<file path="config.mk">
export PLATFORM = sky130hd
export DESIGN_NAME = first_fit_allocator_fifo_evict
export DESIGN_NICKNAME = d
export VERILOG_FILES = /design/src/rtl/core/ffa_pkg.sv /design/src/rtl/core/first_fit_allocator_fifo_evict.sv
export VERILOG_INCLUDE_DIRS = /design/src /design/src/rtl/core
export SDC_FILE = /design/constraint.sdc
export NUM_CORES = 2
export LEC_CHECK = 0
export BUFFER_PORTS_ARGS = -buffer_cell sky130_fd_sc_hd__buf_4
export CAP_MARGIN = 20
export CORE_MARGIN = 2
export CORE_UTILIZATION = 60
export DETAILED_ROUTE_END_ITERATION = 16
export GPL_ROUTABILITY_DRIVEN = 0
export GPL_TIMING_DRIVEN = 0
export HOLD_SLACK_MARGIN = 0.03
export PLACE_DENSITY = 0.76
export REMOVE_ABC_BUFFERS = 1
export SYNTH_ARGS = -nofsm -noshare
export SYNTH_HDL_FRONTEND = slang
export SYNTH_SLANG_ARGS = --single-unit
export TNS_END_PERCENT = 50
</file>
<file path="constraint.sdc">
create_clock -name clk -period 10.79 [get_ports clk]
set_clock_uncertainty 0.05 [all_clocks]
set_input_delay 2.158 -clock clk [delete_from_list [all_inputs] [get_ports clk]]
set_output_delay 2.158 -clock clk [all_outputs]
set_load 0.05 [all_outputs]
</file>
<file path="src/rtl/core/assert_macros.svh">
// ---------------------------------------------------------------------------
// assertion macros
// concurrent checks, compiled out for synthesis
// ---------------------------------------------------------------------------
`ifndef ASSERT_MACROS_SVH
`define ASSERT_MACROS_SVH
`ifndef SYNTHESIS
`define ASSERT_CLK(label, clk, rst_n, prop) \
  label: assert property (@(posedge clk) disable iff (!rst_n) prop) else $error("check failed");
`define ASSERT_NEXT(label, clk, rst_n, pre, post) \
  label: assert property (@(posedge clk) disable iff (!rst_n) pre |=> post) else $error("check failed");
`else
`define ASSERT_CLK(label, clk, rst_n, prop)
`define ASSERT_NEXT(label, clk, rst_n, pre, post)
`endif
`endif

</file>
<file path="src/rtl/core/ffa_pkg.sv">
// ---------------------------------------------------------------------------
// ffa_pkg
// shared constants and types of the first-fit allocator
// ---------------------------------------------------------------------------
`default_nettype none
package ffa_pkg;
  localparam int UNITS_DEF    = 64;
  localparam int RESERVED_DEF = 8;
  localparam int TAG_W        = 16;
  localparam int LEN_W        = 7;
  localparam int START_W      = 6;
  localparam int IN_TDATA_W   = 24;
  localparam int OUT_TDATA_W  = 24;

  typedef enum logic [1:0] {
    KIND_EVICT  = 2'd0,
    KIND_PLACE  = 2'd1,
    KIND_REJECT = 2'd2
  } kind_t;

  typedef struct packed {
    logic             busy;
    logic [TAG_W-1:0] owner;
    logic [TAG_W-1:0] order;
  } entry_t;
endpackage
`default_nettype wire

</file>
<file path="src/rtl/core/first_fit_allocator_fifo_evict.sv">
// ---------------------------------------------------------------------------
// first_fit_allocator_fifo_evict
// first-fit contiguous allocator over a unit map with oldest-first eviction
// ---------------------------------------------------------------------------
// After reset the block clears all UNITS entries of its unit map and takes
// no word meanwhile. Each request then walks the unit memory: one full
// scan to find the lowest fitting run, and while nothing fits, an eviction
// pass over the non-reserved units and a fresh scan, each eviction reported
// as its own word; the request is rejected when nothing is left to evict.
// A placement writes one unit per cycle. A zero or oversized request is
// rejected without a scan.
`default_nettype none
`include "assert_macros.svh"
module first_fit_allocator_fifo_evict #(
  parameter int UNITS          = ffa_pkg::UNITS_DEF,
  parameter int RESERVED_UNITS = ffa_pkg::RESERVED_DEF
) (
  input  wire logic                           clk,
  input  wire logic                           rst_n,
  input  wire logic                           in_tvalid,
  output logic                                in_tready,
  input  wire logic [ffa_pkg::IN_TDATA_W-1:0] in_tdata,   // process_tag, request_units
  output logic                                out_tvalid,
  input  wire logic                           out_tready,
  output logic [ffa_pkg::OUT_TDATA_W-1:0]     out_tdata,  // tag_out, start_unit, already_present
  output logic [1:0]                          out_tuser,  // result_kind
  output logic                                out_tlast
);
  import ffa_pkg::*;

  localparam int IW  = $clog2(UNITS);
  localparam int CW  = $clog2(UNITS + 1);
  localparam int CAP = UNITS - RESERVED_UNITS;
  localparam int LW  = (CW > LEN_W) ? CW : LEN_W;

  typedef enum logic [6:0] {
    S_CLR    = 7'b0000001,
    S_IDLE   = 7'b0000010,
    S_SCAN   = 7'b0000100,
    S_DECIDE = 7'b0001000,
    S_EVICT  = 7'b0010000,
    S_PLACE  = 7'b0100000,
    S_EMIT   = 7'b1000000
  } state_t;

  entry_t mem [UNITS];
  entry_t rd_data;
  logic   rd_en, wr_en;
  logic [IW-1:0] rd_addr, wr_addr;
  entry_t wr_data;

  state_t state_r, state_nxt;
  logic [CW-1:0]    cnt_r, cnt_nxt;
  logic             pv_r, pv_nxt;
  logic [IW-1:0]    pidx_r, pidx_nxt;
  logic [CW-1:0]    run_r, run_nxt;
  logic             found_r, found_nxt;
  logic [IW-1:0]    start_r, start_nxt;
  logic             dup_r, dup_nxt;
  logic             first_r, first_nxt;
  logic [TAG_W-1:0] tag_r, tag_nxt;
  logic [LEN_W-1:0] len_r, len_nxt;
  logic [LEN_W-1:0] rem_r, rem_nxt;
  logic [CW-1:0]    k_r, k_nxt;
  logic [TAG_W-1:0] old_r, old_nxt;
  logic [TAG_W-1:0] new_r, new_nxt;
  logic [TAG_W-1:0] ev_r, ev_nxt;
  logic             ov_r, ov_nxt;
  kind_t            okind_r, okind_nxt;
  logic [TAG_W-1:0] otag_r, otag_nxt;
  logic [IW-1:0]    ostart_r, ostart_nxt;
  logic             odup_r, odup_nxt;
  logic             olast_r, olast_nxt;

  logic [TAG_W-1:0] in_tag;
  logic [LEN_W-1:0] in_len;
  logic [CW-1:0]    run_inc;

  assign in_tag  = in_tdata[TAG_W-1:0];
  assign in_len  = in_tdata[TAG_W+LEN_W-1:TAG_W];
  assign run_inc = run_r + CW'(1);

  always_ff @(posedge clk) begin
    if (wr_en) mem[wr_addr] <= wr_data;
    if (rd_en) rd_data <= mem[rd_addr];
  end

  always_comb begin
    state_nxt = state_r;
    cnt_nxt = cnt_r;  pv_nxt = 1'b0;  pidx_nxt = pidx_r;
    run_nxt = run_r;  found_nxt = found_r;  start_nxt = start_r;
    dup_nxt = dup_r;  first_nxt = first_r;  tag_nxt = tag_r;  len_nxt = len_r;
    rem_nxt = rem_r;  k_nxt = k_r;  old_nxt = old_r;  new_nxt = new_r;
    ev_nxt = ev_r;  ov_nxt = ov_r;  okind_nxt = okind_r;  otag_nxt = otag_r;
    ostart_nxt = ostart_r;  odup_nxt = odup_r;  olast_nxt = olast_r;
    rd_en = 1'b0;  rd_addr = cnt_r[IW-1:0];
    wr_en = 1'b0;  wr_addr = cnt_r[IW-1:0];  wr_data = '0;
    case (state_r)
      S_CLR: begin
        wr_en = 1'b1;
        wr_data.busy = (cnt_r < CW'(RESERVED_UNITS));
        cnt_nxt = cnt_r + CW'(1);
        if (cnt_r == CW'(UNITS - 1)) state_nxt = S_IDLE;
      end
      S_IDLE: begin
        if (in_tvalid) begin
          tag_nxt = in_tag;  len_nxt = in_len;
          if (in_len == '0 || LW'(in_len) > LW'(CAP)) begin
            ov_nxt = 1'b1;  okind_nxt = KIND_REJECT;  otag_nxt = in_tag;
            ostart_nxt = '0;  odup_nxt = 1'b0;  olast_nxt = 1'b1;
            state_nxt = S_EMIT;
          end else begin
            k_nxt = '0;  dup_nxt = 1'b0;  first_nxt = 1'b1;
            cnt_nxt = '0;  run_nxt = '0;  found_nxt = 1'b0;
            state_nxt = S_SCAN;
          end
        end
      end
      S_SCAN: begin
        if (cnt_r < CW'(UNITS)) begin
          rd_en = 1'b1;  pv_nxt = 1'b1;  pidx_nxt = cnt_r[IW-1:0];
          cnt_nxt = cnt_r + CW'(1);
        end
        if (pv_r) begin
          if (rd_data.busy) begin
            run_nxt = '0;
            if (first_r && pidx_r >= IW'(RESERVED_UNITS) && rd_data.owner == tag_r)
              dup_nxt = 1'b1;
          end else begin
            run_nxt = run_inc;
            if (!found_r && run_inc >= CW'(len_r)) begin
              found_nxt = 1'b1;
              start_nxt = pidx_r - run_r[IW-1:0];
            end
          end
          if (pidx_r == IW'(UNITS - 1)) state_nxt = S_DECIDE;
        end
      end
      S_DECIDE: begin
        first_nxt = 1'b0;
        if (found_r) begin
          cnt_nxt = CW'(start_r);  rem_nxt = len_r;  state_nxt = S_PLACE;
        end else if (old_r == new_r || k_r >= CW'(CAP)) begin
          ov_nxt = 1'b1;  okind_nxt = KIND_REJECT;  otag_nxt = tag_r;
          ostart_nxt = '0;  odup_nxt = 1'b0;  olast_nxt = 1'b1;
          state_nxt = S_EMIT;
        end else begin
          cnt_nxt = CW'(RESERVED_UNITS);  ev_nxt = '0;  state_nxt = S_EVICT;
        end
      end
      S_EVICT: begin
        if (cnt_r < CW'(UNITS)) begin
          rd_en = 1'b1;  pv_nxt = 1'b1;  pidx_nxt = cnt_r[IW-1:0];
          cnt_nxt = cnt_r + CW'(1);
        end
        if (pv_r) begin
          wr_addr = pidx_r;
          if (rd_data.busy && rd_data.order == old_r) begin
            ev_nxt = rd_data.owner;
            wr_en = 1'b1;
          end
          if (pidx_r == IW'(UNITS - 1)) begin
            ov_nxt = 1'b1;  okind_nxt = KIND_EVICT;
            otag_nxt = (rd_data.busy && rd_data.order == old_r) ? rd_data.owner : ev_r;
            ostart_nxt = '0;  odup_nxt = 1'b0;  olast_nxt = 1'b0;
            old_nxt = old_r + TAG_W'(1);  k_nxt = k_r + CW'(1);
            state_nxt = S_EMIT;
          end
        end
      end
      S_PLACE: begin
        wr_en = 1'b1;
        wr_data.busy = 1'b1;  wr_data.owner = tag_r;  wr_data.order = new_r;
        cnt_nxt = cnt_r + CW'(1);
        rem_nxt = rem_r - LEN_W'(1);
        if (rem_r == LEN_W'(1)) begin
          ov_nxt = 1'b1;  okind_nxt = KIND_PLACE;  otag_nxt = tag_r;
          ostart_nxt = start_r;  odup_nxt = dup_r;  olast_nxt = 1'b1;
          new_nxt = new_r + TAG_W'(1);
          state_nxt = S_EMIT;
        end
      end
      S_EMIT: begin
        if (out_tready) begin
          ov_nxt = 1'b0;
          if (olast_r) begin
            state_nxt = S_IDLE;
          end else begin
            cnt_nxt = '0;  run_nxt = '0;  found_nxt = 1'b0;  state_nxt = S_SCAN;
          end
        end
      end
      default: state_nxt = S_IDLE;
    endcase
  end

  always_ff @(posedge clk) begin
    if (!rst_n) begin
      state_r <= S_CLR;  cnt_r <= '0;  pv_r <= 1'b0;  ov_r <= 1'b0;
      old_r <= TAG_W'(1);  new_r <= TAG_W'(1);  first_r <= 1'b0;
    end else begin
      state_r <= state_nxt;  cnt_r <= cnt_nxt;  pv_r <= pv_nxt;  ov_r <= ov_nxt;
      old_r <= old_nxt;  new_r <= new_nxt;  first_r <= first_nxt;
    end
  end

  always_ff @(posedge clk) begin
    pidx_r <= pidx_nxt;  run_r <= run_nxt;  found_r <= found_nxt;
    start_r <= start_nxt;  dup_r <= dup_nxt;  tag_r <= tag_nxt;  len_r <= len_nxt;
    rem_r <= rem_nxt;  k_r <= k_nxt;  ev_r <= ev_nxt;  okind_r <= okind_nxt;
    otag_r <= otag_nxt;  ostart_r <= ostart_nxt;  odup_r <= odup_nxt;
    olast_r <= olast_nxt;
  end

  assign in_tready  = (state_r == S_IDLE);
  assign out_tvalid = ov_r;
  assign out_tuser  = okind_r;
  assign out_tlast  = olast_r;
  assign out_tdata  = {1'b0, odup_r, START_W'(ostart_r), otag_r};

  `ASSERT_CLK(a_valid_in_emit, clk, rst_n, out_tvalid |-> state_r == S_EMIT)
  `ASSERT_CLK(a_no_overlap, clk, rst_n, in_tready |-> !out_tvalid)
  `ASSERT_CLK(a_place_last, clk, rst_n, (out_tvalid && out_tuser != KIND_EVICT) |-> out_tlast)
  `ASSERT_NEXT(a_evict_rescan, clk, rst_n, out_tvalid && out_tready && !out_tlast, state_r == S_SCAN)
endmodule
`default_nettype wire

</file>
Word-level counts from Yosys, hierarchy flattened
Memory sizes are Yosys's and may differ from the RTL's. A register that Yosys moved wholly into a read port is not among the register bits.
Index checks and enable logic that the tools add are counted.
- register bits after elaboration: 149
- RAM bits: 2112
- bits of input ports: 28
- output and inout bits: 29
- logic and storage cells: 208
- memories: 1
- memories (name ; depth ; width ; read ports ; clocked after memory_dff ; wr ports ; RTL line ; source):
    mem ; 64 ; 33 ; 1 ; 1 ; 1 ; first_fit_allocator_fifo_evict.sv:46 ; entry_t mem [UNITS];
- add/subtract/negate cells: 7
- order comparisons: 6
- eq/ne operators: 34
- multiplexer cells: 102
- bitwise operators: 1
- reductions and logical operators: 35
- operator list (kind ; number):
    2-to-1 mux 16 bit ; 11
    2-to-1 mux 7 bit ; 23
    one-hot mux 16 bit (4 select lines) ; 1
    2-to-1 mux 6 bit ; 9
    one-hot mux 7 bit (7 select lines) ; 1
    equality test 16 bit ; 3
    != test 2 bit (second input constant) ; 18
    one-hot mux 7 bit (5 select lines) ; 1
    2-to-1 mux 1 bit ; 33
    adder 16 x 1 -> 16 bit (second input constant) ; 2
    2-to-1 mux 32 bit ; 1
    one-hot mux 16 bit (2 select lines) ; 1
    one-hot mux 7 bit (2 select lines) ; 2
    one-hot mux 6 bit (4 select lines) ; 1
    AND reduction 8 bit ; 3
    adder 7 x 1 -> 7 bit (second input constant) ; 3
    one-hot mux 7 bit (3 select lines) ; 1
    equality test 7 x 1 -> 1 bit (second input constant) ; 2
    equality test 7 x 6 -> 1 bit (second input constant) ; 2
    2-to-1 mux 2 bit ; 7
    AND reduction 6 bit ; 2
    nonzero test 2 bit ; 5
    nonzero test 5 bit ; 2
    AND reduction 9 bit ; 1
    other kinds (35) ; 50

Longest topological paths before layout
- depth after elaboration: 7
- mapped depth: 9
- gate-level depth less buffers: 9

Least setup slack after synthesis
Ideal clock, no wire load.
- kind: input -> register
- from: in in_tdata[19] (netlist bit)
- to: reg odup_r (enable)
- library setup time: 0.406 ns
- arrival time: 4.486 ns
- required time: 10.334 ns
- path slack: 5.848 ns
- cell stages on the path: 5
- buffers on the path: 0
- cells stage by stage: or3_1 > mux2i_1 > nor3_1 > or4_1 > nor3b_2
- cells in the longest elaborated chain, start to end: 4
- elaborated cells on any way between the ends: 5
- those cells by class: order compare (1); eq/ne (1); reduce/logical (3)
- ends and longest elaborated chain (element ; RTL line ; source):
    start, declared ; first_fit_allocator_fifo_evict.sv:22 ; input wire logic [ffa_pkg::IN_TDATA_W-1:0] in_tdata,
    > comparator 7 x 6 -> 1 bit / zero test 7 bit (equally long branches) ; first_fit_allocator_fifo_evict.sv:108 ; if (in_len == '0 || LW'(in_len) > LW'(CAP)) begin
    logical OR 1 bit (*) ; first_fit_allocator_fifo_evict.sv:108 ;
    != test 2 x 1 -> 1 bit (no line) (*) ; -- ;
    AND reduction 8 bit (no line) (*) ; -- ;
    end signal, assigned ; first_fit_allocator_fifo_evict.sv:211 ; otag_r <= otag_nxt; ostart_r <= ostart_nxt; odup_r <= odup_nxt;
    end, declared ; first_fit_allocator_fifo_evict.sv:72 ; logic odup_r, odup_nxt;
Every way passes the cells marked *; elsewhere a longest branch is shown, timed or not.
A chain may end at the register's enable or synchronous reset.

Worst setup path in the final report
- from: reg state_r[2]
- to: mem mem[16][28] (netlist bit) (enable)
- cells in the longest elaborated chain, start to end: 5
- elaborated cells on any way between the ends: 8
- those cells by class: eq/ne (3); mux (4); reduce/logical (1)
- ends and longest elaborated chain (element ; RTL line ; source):
    start, declared ; first_fit_allocator_fifo_evict.sv:52 ; state_t state_r, state_nxt;
    start signal, assigned ; first_fit_allocator_fifo_evict.sv:202 ; state_r <= state_nxt; cnt_r <= cnt_nxt; pv_r <= pv_nxt; ov_r <= ov_nxt;
    equality test 7 x 6 -> 1 bit / equality test 7 x 1 -> 1 bit (equally long branches) ; first_fit_allocator_fifo_evict.sv:98 ; case (state_r)
    OR reduction 2 bit (no line) ; -- ;
    one-hot mux 1 bit (2 select lines) ; first_fit_allocator_fifo_evict.sv:98 ;
    2-to-1 mux 1 bit ; first_fit_allocator_fifo_evict.sv:84 ; if (wr_en) mem[wr_addr] <= wr_data;
    2-to-1 mux 1 bit (implied by the code) ; first_fit_allocator_fifo_evict.sv:84 ;
    end, declared ; first_fit_allocator_fifo_evict.sv:46 ;
Several ways; a longest one is shown, not always the timed one.

==> flow_metrics.py <==
metrics = {
    "synth": {
        "yosysMostFrequentCell": "sky130_fd_sc_hd__edfxtp_1",
        "number_of_synthesized_flops_with_an_enable_pin": 2245,
        "synth_cells": 4043,
        "ys_ff_latch": 2294,
        "synthesis.area_per_instance_um2": 22.1,
        "yosys-top-cells-area": "sky130_fd_sc_hd__edfxtp_1 76%, sky130_fd_sc_hd__mux4_2 16%, sky130_fd_sc_hd__dfxtp_1 1.1%, sky130_fd_sc_hd__xor2_1 0.68%, sky130_fd_sc_hd__nor2_1 0.61%",
        "post-synth-top-area-fraction_pct": 75.5,
        "ys_top_cells_by_count": "2245 x sky130_fd_sc_hd__edfxtp_1, 633 x sky130_fd_sc_hd__mux4_2, 145 x sky130_fd_sc_hd__nor2_1, 96 x sky130_fd_sc_hd__clkbuf_1, 89 x sky130_fd_sc_hd__nand2_1",
        "yosysWarningCount": 0,
        "yosysUniqueCellTypes": 69,
        "yosys_most_used_dff": "sky130_fd_sc_hd__edfxtp_1",
        "yosysTopAreaCell": "sky130_fd_sc_hd__edfxtp_1",
        "mappedNetlistArea_um2": 89200,
        "synth_sequential_area_ratio_pct": 76.6,
        "synth_async_sr_flop_share_pct": 0,
    },
    "clock_tree": {
        "cts-root-to-sink-buffers": 3,
        "tritoncts_clock_tree": "yes",
        "clkTransAtPathRegs_ps": 60,
        "clk-insertion-delay-late_ps": 850,
        "cts_sinks": 2294,
        "h-tree-depth": 4,
        "numCtsBuffers": 210,
        "cts_hold_buf": 0,
        "setup_repair_bufs_after_cts": 0,
        "cts-resized-gates": 0,
        "cts_root_buffer": "sky130_fd_sc_hd__clkbuf_16",
    },
    "finish": {
        "final_area_um2": 102000,
        "post_route_cells_drive_above_1_share_pct": 28.2,
        "nets": 4292,
        "area_growth_syn_to_layout_pct": 13.8,
        "layout.core_utilization_pct": 68.8,
    },
    "grt": {
        "grt_met1_usage_pct": 40.2,
        "gr-total-overflow": 0,
        "groute.layer.met2.usage_pct": 50.5,
        "globalRoute.busiestLayer": "met2",
        "grt_max_degree": 64,
        "grt_util_met3_pct": 7.33,
        "grt_pass1_wl_um": 330000,
        "grtUsageTotal_pct": 31.1,
        "antenna_found_initial": 6,
        "vias_in_the_first_global_route": 45500,
    },
    "place": {
        "place.port_buffers": 54,
        "postPlaceCellArea_um2": 94900,
        "dp_hpwl_um": 131000,
    },
    "setup_path": {
        "reg2reg_from": "state_r[2]",
        "worst_ep_arrival_time_ps": 5400,
        "crit_path_start_kind": "flip-flop",
        "worstReg2RegEnd": "mem[16][28]",
        "timing.critical_path.required_ps": 11260,
        "type_of_the_setup_path_with_the_least_slack": "flip-flop to flip-flop",
        "worstSetupEndpoint": "mem[16][28]",
        "worst-r2r-cell-count": 6,
        "timing.critical_path.to_type": "flip-flop",
        "critical_path_peak_fanout": 17,
        "reg2reg_setup_slack_ps": 5860,
        "launch_point_of_the_critical_path": "state_r[2]",
    },
    "detailed_routing": {
        "detail-route-antenna-nets": 0,
        "post_drt_wl_per_cell_um": 36.6,
        "drt_iter0_markers": 7376,
        "first_pass_iters": 7,
        "vias": 44700,
        "detail_route.wirelength_um": 232000,
        "routed_via_density": 7.04,
        "remaining_drc_errors": 0,
    },
    "timing": {
        "fin_worst_hold_slack_ps": 420,
        "max_slew.worst_pin.slew_ps": 1310,
        "report.final.setup_viol": 0,
        "max_clock_freq_ghz": 0.203,
        "finalHoldViolCount": 0,
        "rsz_0062_raised_after_global_routing": "no",
        "timing.final.max_slew_violations": 0,
        "slew_headroom_pct": 12.6,
        "period_share_pct": 45.7,
        "timing.final.crit_period_ps": 4930,
        "setup-tns-final_ps": 0,
    },
    "floorplanning": {
        "fp.dieArea_um2": 152000,
        "die_h_um": 390,
        "io_pins": 57,
        "start_util_pct": 60.4,
        "floorplan.die.width_um": 390,
        "floorplan.rows": 141,
        "core_area_um2": 148000,
    },
    "power_and_ir_drop": {
        "total_leakage_power_nw": 35.2,
        "vdd_drop_max_uv": 150,
        "pwr_density_cell_nw_per_um2": 202,
    },
    "job": {
        "max_cap_violations": 0,
    },
    "worst_hold_path": {
        "hold_class": "flip-flop to flip-flop",
    },
    "status": {
        "outcome": "finished, final reports clean",
    },
}
## worst max-delay path, cell delays in order (launching register included)
cell                      delay (ps)
sky130_fd_sc_hd__dfxtp_1         390
sky130_fd_sc_hd__nor3_1          470
sky130_fd_sc_hd__nand4_1         870
sky130_fd_sc_hd__o31ai_1         800
sky130_fd_sc_hd__nand2_1         780
sky130_fd_sc_hd__nor2_4          930
sky130_fd_sc_hd__buf_12          270
## final cells by class
cell class / count / area [um^2]
well taps: 1930 / 2410
inverters: 36 / 135
diodes: 1 / 2.50
fillers: 8312 / 46100
repair buffers: 203 / 3630
clock buffers: 281 / 5720
clock inverters: 105 / 845
flip-flops and latches: 2294 / 68400
multi-input cells: 1498 / 20400
## logic make-up (layout without fill, tap and decap cells)
family	after synthesis	in the layout	synth area share, %
AO/OA/AOI/OAI	251	251	1.85
XOR/XNOR	94	94	0.923
adder cells (fa/ha/maj)	21	21	0.303
buffers and inverters	251	625	1.21
flip-flops	2294	2294	76.6
multiplexers	685	685	16.6
other	1	2	0.00420
AND/OR/NAND/NOR	446	446	2.51
## power breakdown
group	internal (W)	total (W)	switching (W)	leakage, nW
clock network	0.00403	0.00723	0.00319	3.21
logic	0.00133	0.00311	0.00178	7.57
registers	0.00999	0.0102	0.000157	24.4
total	0.0154	0.0205	0.00513	35.2
## placed cells by master (no fill, tap or decap), drive strengths merged, types with 25 or more instances in the layout
master and n:
xor2 69, nor2b 38, a22oi 51, nor2 145, a211oi 49, clkinv 85
o21ai 46, dfxtp 49, clkbuf 281, edfxtp 2245, nand2 89, xnor2 25
mux2i 51, mux4 633, buf 202, a21oi 55, inv 39, and2 41
## state kept, by name (all words and copies together), names as in the netlist, 2 cells and up
signal     flops
cnt_r          7
ev_r          16
k_r            7
len_r          7
mem         2112
new_r         16
old_r         16
ostart_r       6
otag_r        16
out_tuser      2
pidx_r         6
rd_data       33
rem_r          7
run_r          7
start_r        6
state_r        7
tag_r         16
## worst min-delay path by stage
stage | depth (start not counted) | to | slack [ps] | start
final | 2 | first_r | 420 | first_r
after global routing | 2 | first_r | 430 | first_r
after CTS | 2 | first_r | 420 | first_r
after detailed placement | 2 | first_r | 410 | first_r
after global placement | 2 | first_r | 400 | first_r
after floorplan | 2 | first_r | 380 | first_r
## per-layer routing
metal	wire (um)	part of all wire (%)	up-vias
li1	-	-	17400
met1	77700	33	23300
met2	115000	50	3330
met3	26800	12	643
met4	12300	5.3	8
met5	188	0.081	-
## metrics by stage
step / setup slack, ps / total power (W) / instances
finish: 5860 / 0.0205 / 6348
global route: 5820 / 0.0210 / 6348
CTS: 6060 / 0.0205 / 6344
detailed placement: 5770 / 0.0134 / 5958
global placement: -24280 / 0.0136 / 5812
floorplan: -13600 / 0.0131 / 3828
No activity file was read; power rests on OpenSTA's default activity.
